`src/hw/rtl/ubxfe_pkg.sv`:
```
// Shared types and constants for the binary GNSS frame encoder.
`timescale 1ns / 1ps
package ubxfe_pkg;

   localparam int MAX_PAYLOAD_DEFAULT = 1024;
   localparam int QUEUE_DEPTH_DEFAULT = 4;

   localparam logic [7:0] SYNC_FIRST  = 8'hB5;
   localparam logic [7:0] SYNC_SECOND = 8'h62;

   localparam logic KIND_START   = 1'b0;
   localparam logic KIND_PAYLOAD = 1'b1;

   typedef enum logic [1:0] {
      STATUS_OK      = 2'd0,
      STATUS_LEN_ERR = 2'd1,
      STATUS_NO_FRAME = 2'd2
   } status_type;

   typedef enum logic [1:0] {
      CMD_START,
      CMD_DATA,
      CMD_ERR_LEN,
      CMD_ERR_NOFRAME
   } cmd_op_type;

   // byte0 is the class on a start, the data byte on a payload transaction
   typedef struct packed {
      cmd_op_type  op;
      logic [7:0]  byte0;
      logic [7:0]  byte1;
      logic [15:0] len;
      logic        close;
   } cmd_type;

endpackage

```
`src/hw/rtl/ubx_frame_encoder.sv`:
```
// Top level of the binary GNSS command frame encoder.
`timescale 1ns / 1ps
// Usage:
//  req_* carries one transaction: a start (class, id, payload length) or one
//  payload byte. rsp_* delivers the frame one byte per transaction, with
//  frame_end on CK_B, last_of_run on the final byte of each input and a
//  status code for an oversize length or a payload byte with no open frame.
//  A start produces 6 bytes (8 if the length is zero), a payload byte 1
//  (3 when it closes the frame), an error 1.
//  With the queue and output register empty, an accepted input goes first
//  into the command queue, then into the output register. Throughput: one
//  output byte per cycle while rsp_ready is high, set by the serialiser
//  step counter; input is taken at one per cycle while the command queue
//  has room (QUEUE_DEPTH entries), so payload streams at one byte per cycle.
//  Reset: no frame open, sums zero, queue and output register empty.
//  A stall on rsp_ready holds the output byte; the queue absorbs inputs
//  until it fills, then req_ready falls.
module ubx_frame_encoder
   import ubxfe_pkg::*;
#(
   parameter int MAX_PAYLOAD = MAX_PAYLOAD_DEFAULT,
   parameter int QUEUE_DEPTH = QUEUE_DEPTH_DEFAULT
) (
   input  logic        clock,
   input  logic        reset,
   input  logic        req_valid,
   output logic        req_ready,
   input  logic        req_kind,
   input  logic [7:0]  req_msg_class,
   input  logic [7:0]  req_msg_id,
   input  logic [15:0] req_payload_len,
   input  logic [7:0]  req_data_byte,
   output logic        rsp_valid,
   input  logic        rsp_ready,
   output logic [7:0]  rsp_out_byte,
   output logic        rsp_frame_end,
   output logic        rsp_last_of_run,
   output logic [1:0]  rsp_status
);

   logic    q_full, q_push, q_pop, q_valid;
   cmd_type push_cmd, head_cmd;

   ubxfe_front #(
      .MAX_PAYLOAD(MAX_PAYLOAD)
   ) u_front (
      .clock          (clock),
      .reset          (reset),
      .req_valid      (req_valid),
      .req_ready      (req_ready),
      .req_kind       (req_kind),
      .req_msg_class  (req_msg_class),
      .req_msg_id     (req_msg_id),
      .req_payload_len(req_payload_len),
      .req_data_byte  (req_data_byte),
      .q_full_i       (q_full),
      .q_push_o       (q_push),
      .q_cmd_o        (push_cmd)
   );

   ubxfe_queue #(
      .DEPTH(QUEUE_DEPTH)
   ) u_queue (
      .clock     (clock),
      .reset     (reset),
      .push_i    (q_push),
      .push_cmd_i(push_cmd),
      .full_o    (q_full),
      .pop_i     (q_pop),
      .valid_o   (q_valid),
      .head_cmd_o(head_cmd)
   );

   ubxfe_back u_back (
      .clock          (clock),
      .reset          (reset),
      .q_valid_i      (q_valid),
      .q_cmd_i        (head_cmd),
      .q_pop_o        (q_pop),
      .rsp_valid      (rsp_valid),
      .rsp_ready      (rsp_ready),
      .rsp_out_byte   (rsp_out_byte),
      .rsp_frame_end  (rsp_frame_end),
      .rsp_last_of_run(rsp_last_of_run),
      .rsp_status     (rsp_status)
   );

endmodule

```
`src/hw/rtl/ubxfe_front.sv`:
```
// Front end: accepts transactions, tracks the open frame and issues commands.
`timescale 1ns / 1ps
module ubxfe_front
   import ubxfe_pkg::*;
#(
   parameter int MAX_PAYLOAD = MAX_PAYLOAD_DEFAULT
) (
   input  logic        clock,
   input  logic        reset,
   input  logic        req_valid,
   output logic        req_ready,
   input  logic        req_kind,
   input  logic [7:0]  req_msg_class,
   input  logic [7:0]  req_msg_id,
   input  logic [15:0] req_payload_len,
   input  logic [7:0]  req_data_byte,
   input  logic        q_full_i,
   output logic        q_push_o,
   output cmd_type     q_cmd_o
);

   logic        frame_open_ff, frame_open_in;
   logic [15:0] bytes_left_ff, bytes_left_in;

   assign req_ready = !q_full_i;
   assign q_push_o  = req_valid && !q_full_i;

   always_comb begin
      q_cmd_o.op    = CMD_ERR_NOFRAME;
      q_cmd_o.byte0 = req_data_byte;
      q_cmd_o.byte1 = req_msg_id;
      q_cmd_o.len   = req_payload_len;
      q_cmd_o.close = 1'b0;
      frame_open_in = frame_open_ff;
      bytes_left_in = bytes_left_ff;
      if (req_kind == KIND_START) begin
         if (req_payload_len > 16'(MAX_PAYLOAD)) begin
            q_cmd_o.op = CMD_ERR_LEN;
         end else begin
            // a start abandons any open frame
            q_cmd_o.op    = CMD_START;
            q_cmd_o.byte0 = req_msg_class;
            q_cmd_o.close = (req_payload_len == 16'd0);
            frame_open_in = (req_payload_len != 16'd0);
            bytes_left_in = req_payload_len;
         end
      end else if (frame_open_ff && bytes_left_ff != 16'd0) begin
         q_cmd_o.op    = CMD_DATA;
         q_cmd_o.close = (bytes_left_ff == 16'd1);
         frame_open_in = (bytes_left_ff != 16'd1);
         bytes_left_in = bytes_left_ff - 16'd1;
      end
   end

   always_ff @(posedge clock) begin
      if (reset) begin
         frame_open_ff <= 1'b0;
         bytes_left_ff <= 16'd0;
      end else if (q_push_o) begin
         frame_open_ff <= frame_open_in;
         bytes_left_ff <= bytes_left_in;
      end
   end

   a_open_tracks_count: assert property (@(posedge clock) disable iff (reset)
      frame_open_ff == (bytes_left_ff != 16'd0))
      else $error("frame_open out of step with bytes_left");

   a_close_on_last: assert property (@(posedge clock) disable iff (reset)
      (q_push_o && q_cmd_o.op == CMD_DATA && q_cmd_o.close) |=> !frame_open_ff)
      else $error("frame still open after closing byte");

   a_no_push_full: assert property (@(posedge clock) disable iff (reset)
      q_full_i |-> !q_push_o)
      else $error("command issued into full queue");

endmodule

```
`src/hw/rtl/ubxfe_queue.sv`:
```
// Short command queue between front end and serialiser.
`timescale 1ns / 1ps
module ubxfe_queue
   import ubxfe_pkg::*;
#(
   parameter int DEPTH = QUEUE_DEPTH_DEFAULT
) (
   input  logic    clock,
   input  logic    reset,
   input  logic    push_i,
   input  cmd_type push_cmd_i,
   output logic    full_o,
   input  logic    pop_i,
   output logic    valid_o,
   output cmd_type head_cmd_o
);

   localparam int PTR_W = (DEPTH > 1) ? $clog2(DEPTH) : 1;
   localparam int CNT_W = $clog2(DEPTH + 1);

   cmd_type            entry_ff [DEPTH];
   logic [PTR_W-1:0]   wr_ptr_ff, wr_ptr_in;
   logic [PTR_W-1:0]   rd_ptr_ff, rd_ptr_in;
   logic [CNT_W-1:0]   count_ff, count_in;
   logic               do_push, do_pop;

   assign full_o     = (count_ff == CNT_W'(DEPTH));
   assign valid_o    = (count_ff != '0);
   assign head_cmd_o = entry_ff[rd_ptr_ff];
   assign do_push    = push_i && !full_o;
   assign do_pop     = pop_i && valid_o;

   always_comb begin
      wr_ptr_in = wr_ptr_ff;
      rd_ptr_in = rd_ptr_ff;
      count_in  = count_ff;
      if (do_push) begin
         wr_ptr_in = (wr_ptr_ff == PTR_W'(DEPTH - 1)) ? '0 : wr_ptr_ff + 1'b1;
      end
      if (do_pop) begin
         rd_ptr_in = (rd_ptr_ff == PTR_W'(DEPTH - 1)) ? '0 : rd_ptr_ff + 1'b1;
      end
      if (do_push && !do_pop) begin
         count_in = count_ff + 1'b1;
      end else if (do_pop && !do_push) begin
         count_in = count_ff - 1'b1;
      end
   end

   always_ff @(posedge clock) begin
      if (reset) begin
         wr_ptr_ff <= '0;
         rd_ptr_ff <= '0;
         count_ff  <= '0;
      end else begin
         wr_ptr_ff <= wr_ptr_in;
         rd_ptr_ff <= rd_ptr_in;
         count_ff  <= count_in;
      end
   end

   always_ff @(posedge clock) begin
      if (do_push) begin
         entry_ff[wr_ptr_ff] <= push_cmd_i;
      end
   end

   a_count_bound: assert property (@(posedge clock) disable iff (reset)
      count_ff <= CNT_W'(DEPTH))
      else $error("queue count beyond depth");

   a_count_push: assert property (@(posedge clock) disable iff (reset)
      (do_push && !do_pop) |=> (count_ff == $past(count_ff) + 1'b1))
      else $error("queue count missed a push");

   a_no_pop_empty: assert property (@(posedge clock) disable iff (reset)
      pop_i |-> valid_o)
      else $error("pop from empty queue");

endmodule

```
`src/hw/rtl/ubxfe_back.sv`:
```
// Back end: serialises commands into bytes and keeps the Fletcher sums.
`timescale 1ns / 1ps
module ubxfe_back
   import ubxfe_pkg::*;
(
   input  logic       clock,
   input  logic       reset,
   input  logic       q_valid_i,
   input  cmd_type    q_cmd_i,
   output logic       q_pop_o,
   output logic       rsp_valid,
   input  logic       rsp_ready,
   output logic [7:0] rsp_out_byte,
   output logic       rsp_frame_end,
   output logic       rsp_last_of_run,
   output logic [1:0] rsp_status
);

   logic [2:0] step_ff, step_in;
   logic [7:0] sum_a_ff, sum_a_in;
   logic [7:0] sum_b_ff, sum_b_in;
   logic       rsp_valid_ff;
   logic [7:0] out_byte_ff;
   logic       frame_end_ff, last_ff;
   status_type status_ff;

   logic       load, fire;
   logic [7:0] byte_val;
   logic       summed, clear_sums, is_end, is_final;
   status_type status_val;
   logic [7:0] sum_a_add;

   assign load    = !rsp_valid_ff || rsp_ready;
   assign fire    = load && q_valid_i;
   assign q_pop_o = fire && is_final;

   // byte sequence per command, indexed by step
   always_comb begin
      byte_val   = 8'd0;
      summed     = 1'b0;
      clear_sums = 1'b0;
      is_end     = 1'b0;
      is_final   = 1'b1;
      status_val = STATUS_OK;
      case (q_cmd_i.op)
         CMD_START: begin
            is_final = q_cmd_i.close ? (step_ff == 3'd7) : (step_ff == 3'd5);
            case (step_ff)
               3'd0: begin
                  byte_val   = SYNC_FIRST;
                  clear_sums = 1'b1;
               end
               3'd1: byte_val = SYNC_SECOND;
               3'd2: begin
                  byte_val = q_cmd_i.byte0;
                  summed   = 1'b1;
               end
               3'd3: begin
                  byte_val = q_cmd_i.byte1;
                  summed   = 1'b1;
               end
               3'd4: begin
                  byte_val = q_cmd_i.len[7:0];
                  summed   = 1'b1;
               end
               3'd5: begin
                  byte_val = q_cmd_i.len[15:8];
                  summed   = 1'b1;
               end
               3'd6: byte_val = sum_a_ff;
               default: begin
                  byte_val = sum_b_ff;
                  is_end   = 1'b1;
               end
            endcase
         end
         CMD_DATA: begin
            is_final = q_cmd_i.close ? (step_ff == 3'd2) : (step_ff == 3'd0);
            case (step_ff)
               3'd0: begin
                  byte_val = q_cmd_i.byte0;
                  summed   = 1'b1;
               end
               3'd1: byte_val = sum_a_ff;
               default: begin
                  byte_val = sum_b_ff;
                  is_end   = 1'b1;
               end
            endcase
         end
         CMD_ERR_LEN: status_val = STATUS_LEN_ERR;
         default:     status_val = STATUS_NO_FRAME;
      endcase
   end

   assign sum_a_add = sum_a_ff + byte_val;

   always_comb begin
      step_in  = step_ff;
      sum_a_in = sum_a_ff;
      sum_b_in = sum_b_ff;
      if (fire) begin
         step_in = is_final ? 3'd0 : step_ff + 3'd1;
         if (clear_sums) begin
            sum_a_in = 8'd0;
            sum_b_in = 8'd0;
         end else if (summed) begin
            sum_a_in = sum_a_add;
            sum_b_in = sum_b_ff + sum_a_add;
         end
      end
   end

   always_ff @(posedge clock) begin
      if (reset) begin
         rsp_valid_ff <= 1'b0;
         step_ff      <= 3'd0;
         sum_a_ff     <= 8'd0;
         sum_b_ff     <= 8'd0;
      end else begin
         if (load) begin
            rsp_valid_ff <= q_valid_i;
         end
         step_ff  <= step_in;
         sum_a_ff <= sum_a_in;
         sum_b_ff <= sum_b_in;
      end
   end

   always_ff @(posedge clock) begin
      if (fire) begin
         out_byte_ff  <= byte_val;
         frame_end_ff <= is_end;
         last_ff      <= is_final;
         status_ff    <= status_val;
      end
   end

   assign rsp_valid       = rsp_valid_ff;
   assign rsp_out_byte    = out_byte_ff;
   assign rsp_frame_end   = frame_end_ff;
   assign rsp_last_of_run = last_ff;
   assign rsp_status      = status_ff;

   a_step_short_cmds: assert property (@(posedge clock) disable iff (reset)
      (q_valid_i && q_cmd_i.op != CMD_START) |-> (step_ff <= 3'd2))
      else $error("step beyond data command length");

   a_err_single: assert property (@(posedge clock) disable iff (reset)
      (q_valid_i && (q_cmd_i.op == CMD_ERR_LEN || q_cmd_i.op == CMD_ERR_NOFRAME))
         |-> (step_ff == 3'd0))
      else $error("error command mid-sequence");

   a_end_is_last: assert property (@(posedge clock) disable iff (reset)
      (rsp_valid_ff && frame_end_ff) |-> last_ff)
      else $error("frame end not last byte of transaction");

   a_idle_step_zero: assert property (@(posedge clock) disable iff (reset)
      !q_valid_i |-> (step_ff == 3'd0))
      else $error("sequence step left over with queue empty");

endmodule

```
`config.mk`:
```
export PLATFORM = sky130hd
export DESIGN_NAME = ubx_frame_encoder
export DESIGN_NICKNAME = d
export VERILOG_FILES = /design/src/hw/rtl/ubxfe_pkg.sv /design/src/hw/rtl/ubx_frame_encoder.sv /design/src/hw/rtl/ubxfe_front.sv /design/src/hw/rtl/ubxfe_queue.sv /design/src/hw/rtl/ubxfe_back.sv
export SDC_FILE = /design/constraint.sdc
export NUM_CORES = 1
export LEC_CHECK = 0
export BUFFER_PORTS_ARGS = -buffer_cell sky130_fd_sc_hd__buf_2
export CAP_MARGIN = 20
export CORE_MARGIN = 10
export CORE_UTILIZATION = 60
export DETAILED_ROUTE_END_ITERATION = 10
export HOLD_SLACK_MARGIN = 0.02
export PLACE_DENSITY_LB_ADDON = 0.05
export SETUP_SLACK_MARGIN = 0.1
export SLEW_MARGIN = 20
export SYNTH_ARGS = -nofsm -noshare
export SYNTH_HDL_FRONTEND = slang
export SYNTH_SLANG_ARGS = --single-unit
```
`constraint.sdc`:
```
create_clock -name clock -period 6.2 [get_ports clock]
set_clock_uncertainty 0.1 [all_clocks]
set_input_delay 0.31 -clock clock [delete_from_list [all_inputs] [get_ports clock]]
set_output_delay 0.31 -clock clock [all_outputs]
set_load 0.01 [all_outputs]
```
; ---- After elaboration in Yosys (flattened, before gate mapping)
; Memories as Yosys holds them, arrays and structs flattened. A register that Yosys moved wholly into a read port is not among the register bits.
; Index checks and enable logic that the tools add are counted.
[classes]
add_sub_neg = 8
order_cmp = 1
eq_ne = 16
mux = 41
n_reduce_logical = 27
[ops]
columns = op, n
row1 = 8-bit one-hot mux with 7 select lines, 1
row2 = 16-bit 2-to-1 mux, 3
row3 = 8-bit 2-to-1 mux, 6
row4 = 8-bit one-hot mux with 2 select lines, 2
row5 = 16-bit nonzero test, 2
row6 = 8-bit adder, 2
row7 = 16-bit by 1-bit == test with 1-bit output (second input constant), 1
row8 = 16-bit by 11-bit greater-than comparator with 1-bit output (second input constant), 1
row9 = 16-bit zero test, 1
row10 = 16-bit by 1-bit != test with 1-bit output (second input constant), 1
row11 = 16-bit by 1-bit subtractor with 16-bit output (second input constant), 1
row12 = 3-bit == test (second input constant), 5
row13 = 1-bit 2-to-1 mux, 15
row14 = 2-bit 2-to-1 mux, 7
row15 = 3-bit 2-to-1 mux, 3
row16 = 1-bit logical AND, 8
row17 = 7-bit OR reduction, 1
row18 = 3-bit by 1-bit adder with 3-bit output (second input constant), 2
row19 = 2-bit == test (second input constant), 3
row20 = 3-bit by 2-bit == test with 1-bit output (second input constant), 2
row21 = 1-bit one-hot mux with 2 select lines, 3
row22 = 2-bit by 1-bit adder with 2-bit output (second input constant), 2
row23 = 1-bit zero test, 4
row24 = 2-bit one-hot mux with 2 select lines, 1
row25 = other kinds (14), 16
[word_totals]
regBits = 56
mem_bits_rw = 140
inputBits = 45
out_inout_bits = 14
wordCells = 107
memories = 1
[memory_table]
columns = memory, depth, word_bits, read_ports, rd_clocked_by_memory_dff, write_ports, line
row1 = u_queue.entry_ff, 4, 35, 1, 1, 1, ubxfe_queue.sv:21  ; cmd_type entry_ff [DEPTH];

; ---- Longest topological paths before layout
; Gate-level depths: netlist of run 1.
[depth]
ltp_word = 8
mapped_depth = 23

; ---- Cells and area by module
; From an unflattened synthesis of run 1, not the netlist that was laid out.
[unflattened]
hier_cells = 704
hier_area_um2 = 9506.6
[modules_own_cells]
columns = module, instances, cells_each, area_per_inst_um2
row1 = ubxfe_queue, 1, 233, 5556.6
row2 = ubxfe_back, 1, 286, 2371.0
row3 = ubxfe_front, 1, 185, 1579.0

; ---- Worst setup path after synthesis of run 1
; Ideal clock, no wire load.
[synth_path]
path_type = reg-to-reg
start = register with a tool-made name
end = register u_back.sum_b_ff[7]
setup_time_ns = 0.064
t_arrival_ns = 4.791
t_required_ns = 6.036
path_slack_ns = 1.245
path_stages_with_launch = 22
path_buffers = 3
period_less_slack_ns = 4.955
path_cell_list = dfxtp_1 clkbuf_1 clkbuf_1 buf_1 mux4_2 o21ai_0 nand3_1 a21oi_1 a211oi_1 ha_1 fa_1 a21o_1 a21oi_1 o21bai_1 a21oi_1 xnor2_1 ha_1 or4_1 nand3_1 nand3_1 or4b_1 nand4_1
[synth_lines]
columns = item, line
row1 = "end signal, assigned", ubxfe_back.sv:126  ; sum_b_ff <= sum_b_in;
row2 = "end, declared", ubxfe_back.sv:21  ; logic [7:0] sum_b_ff, sum_b_in;

; ---- Worst setup path in the final report of run 1
[layout_path]
start = register u_back.step_ff[2]
end = register u_back.sum_b_ff[7]
[layout_via]
elab_chain_cells = 7
word_cells_on_any_way = 21
[layout_rtl]
columns = item, line
row1 = "start, declared", ubxfe_back.sv:19  ; logic [2:0] step_ff, step_in;
row2 = "start signal, assigned", ubxfe_back.sv:124  ; step_ff <= step_in;
row3 = "3-bit == test, or another cell as far along", ubxfe_back.sv:48  ; case (step_ff)
row4 = 8-bit one-hot mux with 7 select lines / 8-bit one-hot mux with 2 select lines (equally long branches), "ubxfe_back.sv:48, ubxfe_back.sv:79"
row5 = 8-bit one-hot mux with 2 select lines (*), ubxfe_back.sv:45  ; case (q_cmd_i.op)
row6 = via u_back.byte_val[2], ubxfe_back.sv:28  ; logic [7:0] byte_val;
row7 = 8-bit adder (*), ubxfe_back.sv:96  ; assign sum_a_add = sum_a_ff + byte_val;
row8 = 8-bit adder (*), ubxfe_back.sv:109  ; sum_b_in = sum_b_ff + sum_a_add;
row9 = 8-bit 2-to-1 mux (*), ubxfe_back.sv:107  ; end else if (summed) begin
row10 = 8-bit 2-to-1 mux (*), ubxfe_back.sv:104  ; if (clear_sums) begin
; Mark *: on every way through the listed nets, which the timed path passes. The rest lies on a longest branch. The select of a mux whose other input is x is not followed.
; A chain may end at the register's enable or synchronous reset.

==> results of run 1 <==
logic make-up (layout without fill, tap and decap cells):
logic type      Yosys count  count (layout)
compound gates          157             157
xor+xnor                 10              10
fa+ha+maj                32              32
buf+inv                  62             141
flops                   198             198
mux                      54              54
simple gates            181             181
per-stage QoR:
stage | setup slack, ns | hold slack (ns)
5_1_grt | 0.2017 | 0.02227
4_1_cts | 0.8034 | 0.02082
2_1_floorplan | 1.245 | 0.3089
6_report | 0.7667 | 0.02428
3_3_place_gp | 1.066 | 0.3533
3_5_place_dp | 0.8793 | 0.3607
flip-flops by register name, summed over array words and instances, names as in the netlist, 2 cells and up, named ones only:
name and flops:
u_queue.entry_ff 140, u_front.bytes_left_ff 16, u_back.rsp_out_byte 8, u_back.sum_a_ff 8, u_back.sum_b_ff 8, u_back.step_ff 3
u_queue.count_ff 3, u_back.rsp_status 2, u_queue.rd_ptr_ff 2, u_queue.wr_ptr_ff 2
path summary, 6_finish.rpt:
kind | end | start | cells past startpoint | slack, ns
worst max-delay path | u_back.sum_b_ff[7]$_SDFFE_PP0P_ | u_back.step_ff[2]$_SDFFE_PP0P_ | 19 | 0.77
worst min-delay path | u_queue.entry_ff[2][8]$_DFFE_PP_ | req_payload_len[7] | 1 | 0.02
worst max register to register | u_back.sum_b_ff[7]$_SDFFE_PP0P_ | u_back.step_ff[2]$_SDFFE_PP0P_ | 19 | 0.77
worst min register to register | u_back.rsp_valid$_SDFFE_PP0N_ | u_back.rsp_valid$_SDFFE_PP0N_ | 2 | 0.36
placed cells by master (no fill, tap or decap), types with 5 or more instances in the layout:
cell type and n:
a21oi_1 40, nor2b_1 6, o211ai_1 5, nand3_1 14
nor2_1 52, a221oi_1 5, nor3_1 12, buf_4 14
inv_6 5, mux2i_1 9, a21o_1 6, xnor2_1 5
dfxtp_1 45, mux2_2 14, inv_1 26, nand2_1 57
mux4_2 26, edfxtp_1 152, inv_8 5, ha_1 29
or3_1 8, nor4_1 7, buf_2 58, a211oi_1 10
o21ai_0 28, dlygate4sd3_1 11, a22oi_1 27, clkbuf_16 17
mux4_1 5
routing by layer:
metal	track usage [%]	vias to the layer above	part of all wire, %	routed length (µm)
met5	0	-	0	0
met4	6.824	0	1.9	392
met3	4.917	38	6.5	1346
met2	34.30	223	49	10110
met1	27.25	2993	43	8770
li1	-	2820	-	-
report_power, final:
part / internal (mW) / switching [mW]
registers: 1.60 / 0.0938
clock network: 0.619 / 0.528
logic: 0.440 / 0.581
critical path, delay by kind of cell, from the launching register on:
| kind | cells | cell delay [ns] |
|---|---|---|
| AND/OR/NAND/NOR | 8 | 2.35 |
| buffers and inverters | 1 | 0.19 |
| flip-flops | 1 | 0.33 |
| adder cells (fa/ha/maj) | 3 | 1.07 |
| XOR/XNOR | 1 | 0.18 |
| AO/OA/AOI/OAI | 6 | 1.17 |
final cells by class:
type	instances	area [µm²]
sequential	198	5487
fill	1032	4703
multi-input combinational	434	3396
timing repair buffer	83	505.5
clock buffer	18	429.2
tap	188	235.2
clock inverter	14	180.2
inverter	26	97.59
==> flow_summary_export.csv, run 1 <==
group,metric,value,unit
synthesis,synth-edff-count,152,
sta,fin_tns_setup,0,ns
floorplanning,die_width,143.3,µm
synthesis,synth-xor-area-share,1.042,%
power,leakage,3.742,nW
clocking,clkTransAtPathRegs,0.07,ns
finish,nets,837,
floorplanning,io_pins,59,
detailed_routing,drc_errors,0,
power,peakVddDrop,0.2341,mV
power,powerDensity,373.3,mW/mm²
floorplanning,core,0.01503,mm²
detailed_routing,dr.pass1.iters,5,
clocking,clkLatencyLatePin,0.44,ns
sta,setup_viol,0,
global_route,grt_pass1_wl,33310,µm
synthesis,yosysWarnings,0,
detailed_routing,ant_nets,0,
floorplanning,floorplan.rows,45,
detailed_routing,vias,6074,
sta,slew_headroom,37.72,%
power,power,3.856,mW
detailed_routing,drt_wl_total,20620,µm
clocking,clock_path_buffers,2,
clocking,cts_tree,"yes",
synthesis,synth-compound-area-share,11.57,%
sta,fin_crit_sh,87.63,%
critical_path,worstPathRequired,6.48,ns
global_route,grt_max_degree,49,
global_route,grt_pass1_vias,6254,
finish,area_growth,13.19,%
finish,design_area,0.01033,mm²
placed_design,place_inst,918,
critical_path,cpPeakStageDelay,0.73,ns
sta,fin_crit,5.433,ns
synthesis,synthTopCellsByCount,"152 x edfxtp_1, 57 x nand2_1, 52 x nor2_1",
synthesis,ys_seq_area_share,60.10,%
sta,rsz0062_at_grt,"false",
critical_path,end_kind,"register",
critical_path,crit_top_cell,"nand3_1",
sta,worst_pin_slew,0.9342,ns
synthesis,ys_ff_latch,198,
placed_design,place.gp.congestion,0.9234,
finish,postLayoutCoreUtil,68.71,%
critical_path,crit_slowest_cell,"nor4_2",
hold_path,hold_class,"input port to register",
synthesis,async_flop_share,0,%
synthesis,synth.distinct_cells,65,
sta,final_max_slew_viol_count,0,
detailed_routing,drtIter0Drc,578,
global_route,grt_use_total,21.00,%
finish,antenna_cells,0,
run_status,outcome,"finished, final reports clean",
critical_path,cp.arrival,5.72,ns
sta,fmaxAchievable,184.1,MHz
floorplanning,die-area,0.02054,mm²
synthesis,syn-cell-area,0.009126,mm²
synthesis,synthSimpleGateAreaFrac,9.350,%
detailed_routing,vias_per_cell,6.320,
clocking,cts_resized,0,
global_route,antenna_found_initial,0,
clocking,cts_root_buf,"clkbuf_16",
critical_path,crit_fanout,14,
clocking,clock-sinks,198,
sta,hold_violations,0,
detailed_routing,wl_per_cell,21.45,µm
synthesis,synth_top_family_by_area,"compound AO/OA/AOI/OAI gates",
flow_run,max_cap_violations,0,
synthesis,synthCells,694,
global_route,grt_overflow,0,
critical_path,cp_cell_sequence,"inv_1 -> ha_1 -> nor4_2 -> a221oi_1 -> nand3_1 -> a21oi_1 -> a211oi_1 -> ha_1 -> a21o_1 -> a21oi_1 -> xnor2_1 -> ha_1 -> nand3_1 -> o211ai_1 -> or4_1 -> nand3_1 -> nand3_1 -> or4b_1 -> nand4_1",
synthesis,syn_nets,771,
floorplanning,dieHeight,143.3,µm
synthesis,yosys.area_share.adder,4.634,%
synthesis,synth.most_common_cell,"edfxtp_1",
synthesis,ys.flop_type,"edfxtp_1",
synthesis,synth_top_area_share,50.01,%
synthesis,synth_area_per_cell,13.15,µm²
critical_path,path_class,"register to register",
placed_design,place_hpwl,14080,µm
finish,drive_gt1_share,19.79,%
clocking,post_cts_buffers,0,
critical_path,startpoint_type,"register",
synthesis,yosys.area.top_type,"edfxtp_1",
floorplanning,initial_utilization,60.71,%
clocking,h-tree-depth,4,
clocking,holdBufCountCts,11,
finish,fin_cells,961,
placed_design,dpl_cell_area,0.009610,mm²
synthesis,ys_top_cells_by_area,"edfxtp_1 50%, dfxtp_1 10%, mux4_2 6.4%",
placed_design,port_buffers,58,
synthesis,synthMuxAreaShare,10.57,%
clocking,cts_buffers,17,
No activity file was read; power rests on OpenSTA's default activity.
==> inputs of run 2 (changes only) <==
- clock period: 6.2 -> 5.75 ns (I/O delays scaled with it)
==> run 2 against run 1 <==
Non-clock buffer count is 7 higher. Fmax increased by 4.1%. Sequential cell count stayed put. Hold slack gained 0.011 ns. Clock-buffer cell count decreased by 1. First-iteration DRC count is 19% higher. Global-route usage fell by 0.53 points. Via count barely moved. Critical path depth grew 2. Die area did not move. Wire length down 1.4%. Largest cell class unchanged. Largest power group unchanged.
==> flow_summary_export.csv, run 2 (synthesis results as in run 1) <==
group,metric,value,unit
floorplanning,floorplan.rows,45,
detailed_routing,vias_per_cell,6.272,
detailed_routing,dr.pass1.iters,5,
finish,top_regs,"u_queue.entry_ff: 140 flops, u_front.bytes_left_ff: 16 flops",
clocking,clock_path_buffers,2,
sta,fin_tns_setup,0,ns
floorplanning,dieHeight,143.3,µm
floorplanning,core,0.01503,mm²
finish,largest_reg_flops,140,
sta,hold_violations,0,
finish,largest-register,"u_queue.entry_ff",
critical_path,crit_path_start,"u_back.step_ff[0]$_SDFFE_PP0P_",
finish,final_cell_mix,"152 x edfxtp_1, 58 x buf_2, 57 x nand2_1, 52 x nor2_1, 45 x dfxtp_1",
critical_path,reg2reg_depth,21,
critical_path,end_kind,"register",
sta,rsz0062_at_grt,"false",
critical_path,path_class,"register to register",
placed_design,place.gp.congestion,0.9294,
finish,antenna_cells,0,
placed_design,dpl_cell_area,0.009630,mm²
critical_path,crit_fanout,14,
critical_path,r2r_setup_slack,0.53,ns
placed_design,place_inst,919,
detailed_routing,drc_errors,0,
critical_path,crit_slowest_cell,"or4b_1",
critical_path,rr_startpoint,"u_back.step_ff[0]$_SDFFE_PP0P_",
floorplanning,initial_utilization,60.71,%
power,leakage,3.765,nW
detailed_routing,vias,6071,
sta,fmaxAchievable,191.7,MHz
sta,fin_crit_sh,90.74,%
power,powerDensity,396.4,mW/mm²
floorplanning,die_width,143.3,µm
clocking,cts_root_buf,"clkbuf_16",
finish,drive_gt1_share,19.87,%
critical_path,worstPathRequired,6.02,ns
detailed_routing,wl_per_cell,21.01,µm
finish,nFillCells,1058,
sta,setup_viol,0,
floorplanning,io_pins,59,
global_route,grt_overflow,0,
finish,design_area,0.01040,mm²
power,power,4.124,mW
sta,final_max_slew_viol_count,0,
placed_design,port_buffers,58,
critical_path,cp_cell_sequence,"inv_1 -> ha_1 -> nor4_2 -> buf_4 -> a221oi_1 -> nand3_1 -> a21oi_1 -> a211oi_1 -> ha_1 -> fa_1 -> a21o_1 -> a21oi_1 -> xnor2_1 -> ha_1 -> nand3_1 -> o211ai_1 -> or4_1 -> nand3_1 -> nand3_1 -> or4b_1 -> nand4_1",
detailed_routing,drtIter0Drc,685,
critical_path,cpPeakStageDelay,0.55,ns
detailed_routing,ant_nets,0,
placed_design,place_hpwl,13840,µm
sta,worst_pin_slew,0.9333,ns
critical_path,crit_top_cell,"nand3_1",
sta,fin_crit,5.218,ns
power,peakVddDrop,0.2218,mV
hold_path,hold_class,"input port to register",
run_status,outcome,"finished, final reports clean",
clocking,h-tree-depth,4,
critical_path,timing.rr.end,"u_back.sum_b_ff[7]$_SDFFE_PP0P_",
global_route,grt_pass1_wl,32610,µm
floorplanning,die-area,0.02054,mm²
flow_run,max_cap_violations,0,
critical_path,startpoint_type,"register",
clocking,clkTransAtPathRegs,0.08,ns
finish,fin_cells,968,
finish,area_growth,14.00,%
detailed_routing,drt_wl_total,20340,µm
clocking,clock-sinks,198,
global_route,grt_use_total,20.47,%
sta,slew_headroom,37.78,%
critical_path,endpoint,"u_back.sum_b_ff[7]$_SDFFE_PP0P_",
critical_path,cp.arrival,5.49,ns
clocking,cts_tree,"yes",
clocking,clkLatencyLatePin,0.43,ns
finish,nets,844,
finish,final_common_cell,"edfxtp_1",
global_route,antenna_found_initial,0,
global_route,grt_max_degree,49,
global_route,grt_pass1_vias,6208,
clocking,cts_buffers,17,
==> run 2: worst min-delay path by stage <==
stage / cells after the start / to / slack (ns) / from
6_report: 1 / u_queue.entry_ff[1][8]$_DFFE_PP_ / 0.04 / req_payload_len[7]
5_1_grt: 1 / u_queue.entry_ff[3][2]$_DFFE_PP_ / 0.02 / req_payload_len[1]
4_1_cts: 1 / u_queue.entry_ff[3][2]$_DFFE_PP_ / 0.02 / req_payload_len[1]
3_5_place_dp: 2 / u_back.rsp_valid$_SDFFE_PP0N_ / 0.36 / u_back.rsp_valid$_SDFFE_PP0N_
3_3_place_gp: 2 / u_back.rsp_valid$_SDFFE_PP0N_ / 0.35 / u_back.rsp_valid$_SDFFE_PP0N_
2_1_floorplan: 0 / u_queue.entry_ff[0][10]$_DFFE_PP_ / 0.29 / req_payload_len[9]
==> run 2: stage by stage <==
step	utilization (%)	hold WS, ns	setup slack, ns
6_report	69.21	0.03562	0.5322
4_1_cts	69.18	0.02238	0.5243
2_1_floorplan	-	0.2864	0.7951
3_5_place_dp	64.06	0.3627	0.5721
5_1_grt	69.21	0.02104	0.1241
3_3_place_gp	64.06	0.3526	0.7392
==> run 2: cell type report <==
cell class | instances | area (µm²) | share of cell area (%)
Sequential cell | 198 | 5487 | 52.74
Multi-Input combinational cell | 434 | 3396 | 32.64
Timing Repair Buffer | 90 | 585.6 | 5.628
Clock buffer | 17 | 425.4 | 4.089
Tap cell | 188 | 235.2 | 2.261
Clock inverter | 15 | 173.9 | 1.672
Inverter | 26 | 101.3 | 0.9741
==> run 2: worst max-delay path: cells and delay by family (launching register included) <==
family | cells | cell delay, ns
AO/OA/AOI/OAI | 6 | 1.10
flip-flops | 1 | 0.35
XOR/XNOR | 1 | 0.18
buffers and inverters | 2 | 0.28
AND/OR/NAND/NOR | 8 | 1.70
adder cells (fa/ha/maj) | 4 | 1.45
==> run 2: routing by layer <==
metal / up-vias / GRT usage, % / part of all wire (%)
li1: 2833 / - / -
met1: 2989 / 25.61 / 42
met2: 212 / 34.17 / 50
met3: 37 / 5.347 / 6.4
met4: 0 / 6.448 / 2.0
met5: - / 0 / 0
==> run 2: power by group <==
| part | internal [mW] | total (mW) | switching, mW |
|---|---|---|---|
| Combinational | 0.482 | 1.13 | 0.643 |
| Clock | 0.625 | 1.20 | 0.578 |
| Sequential | 1.72 | 1.80 | 0.0760 |
| Total | 2.83 | 4.12 | 1.30 |
==> run 2: timing repair <==
item,4_1_cts,5_1_grt
setup endpoints to repair,0,1
buffers inserted,0,0
resized for setup,0,1
hold buffers,17,0
hold endpoints to repair,64,0
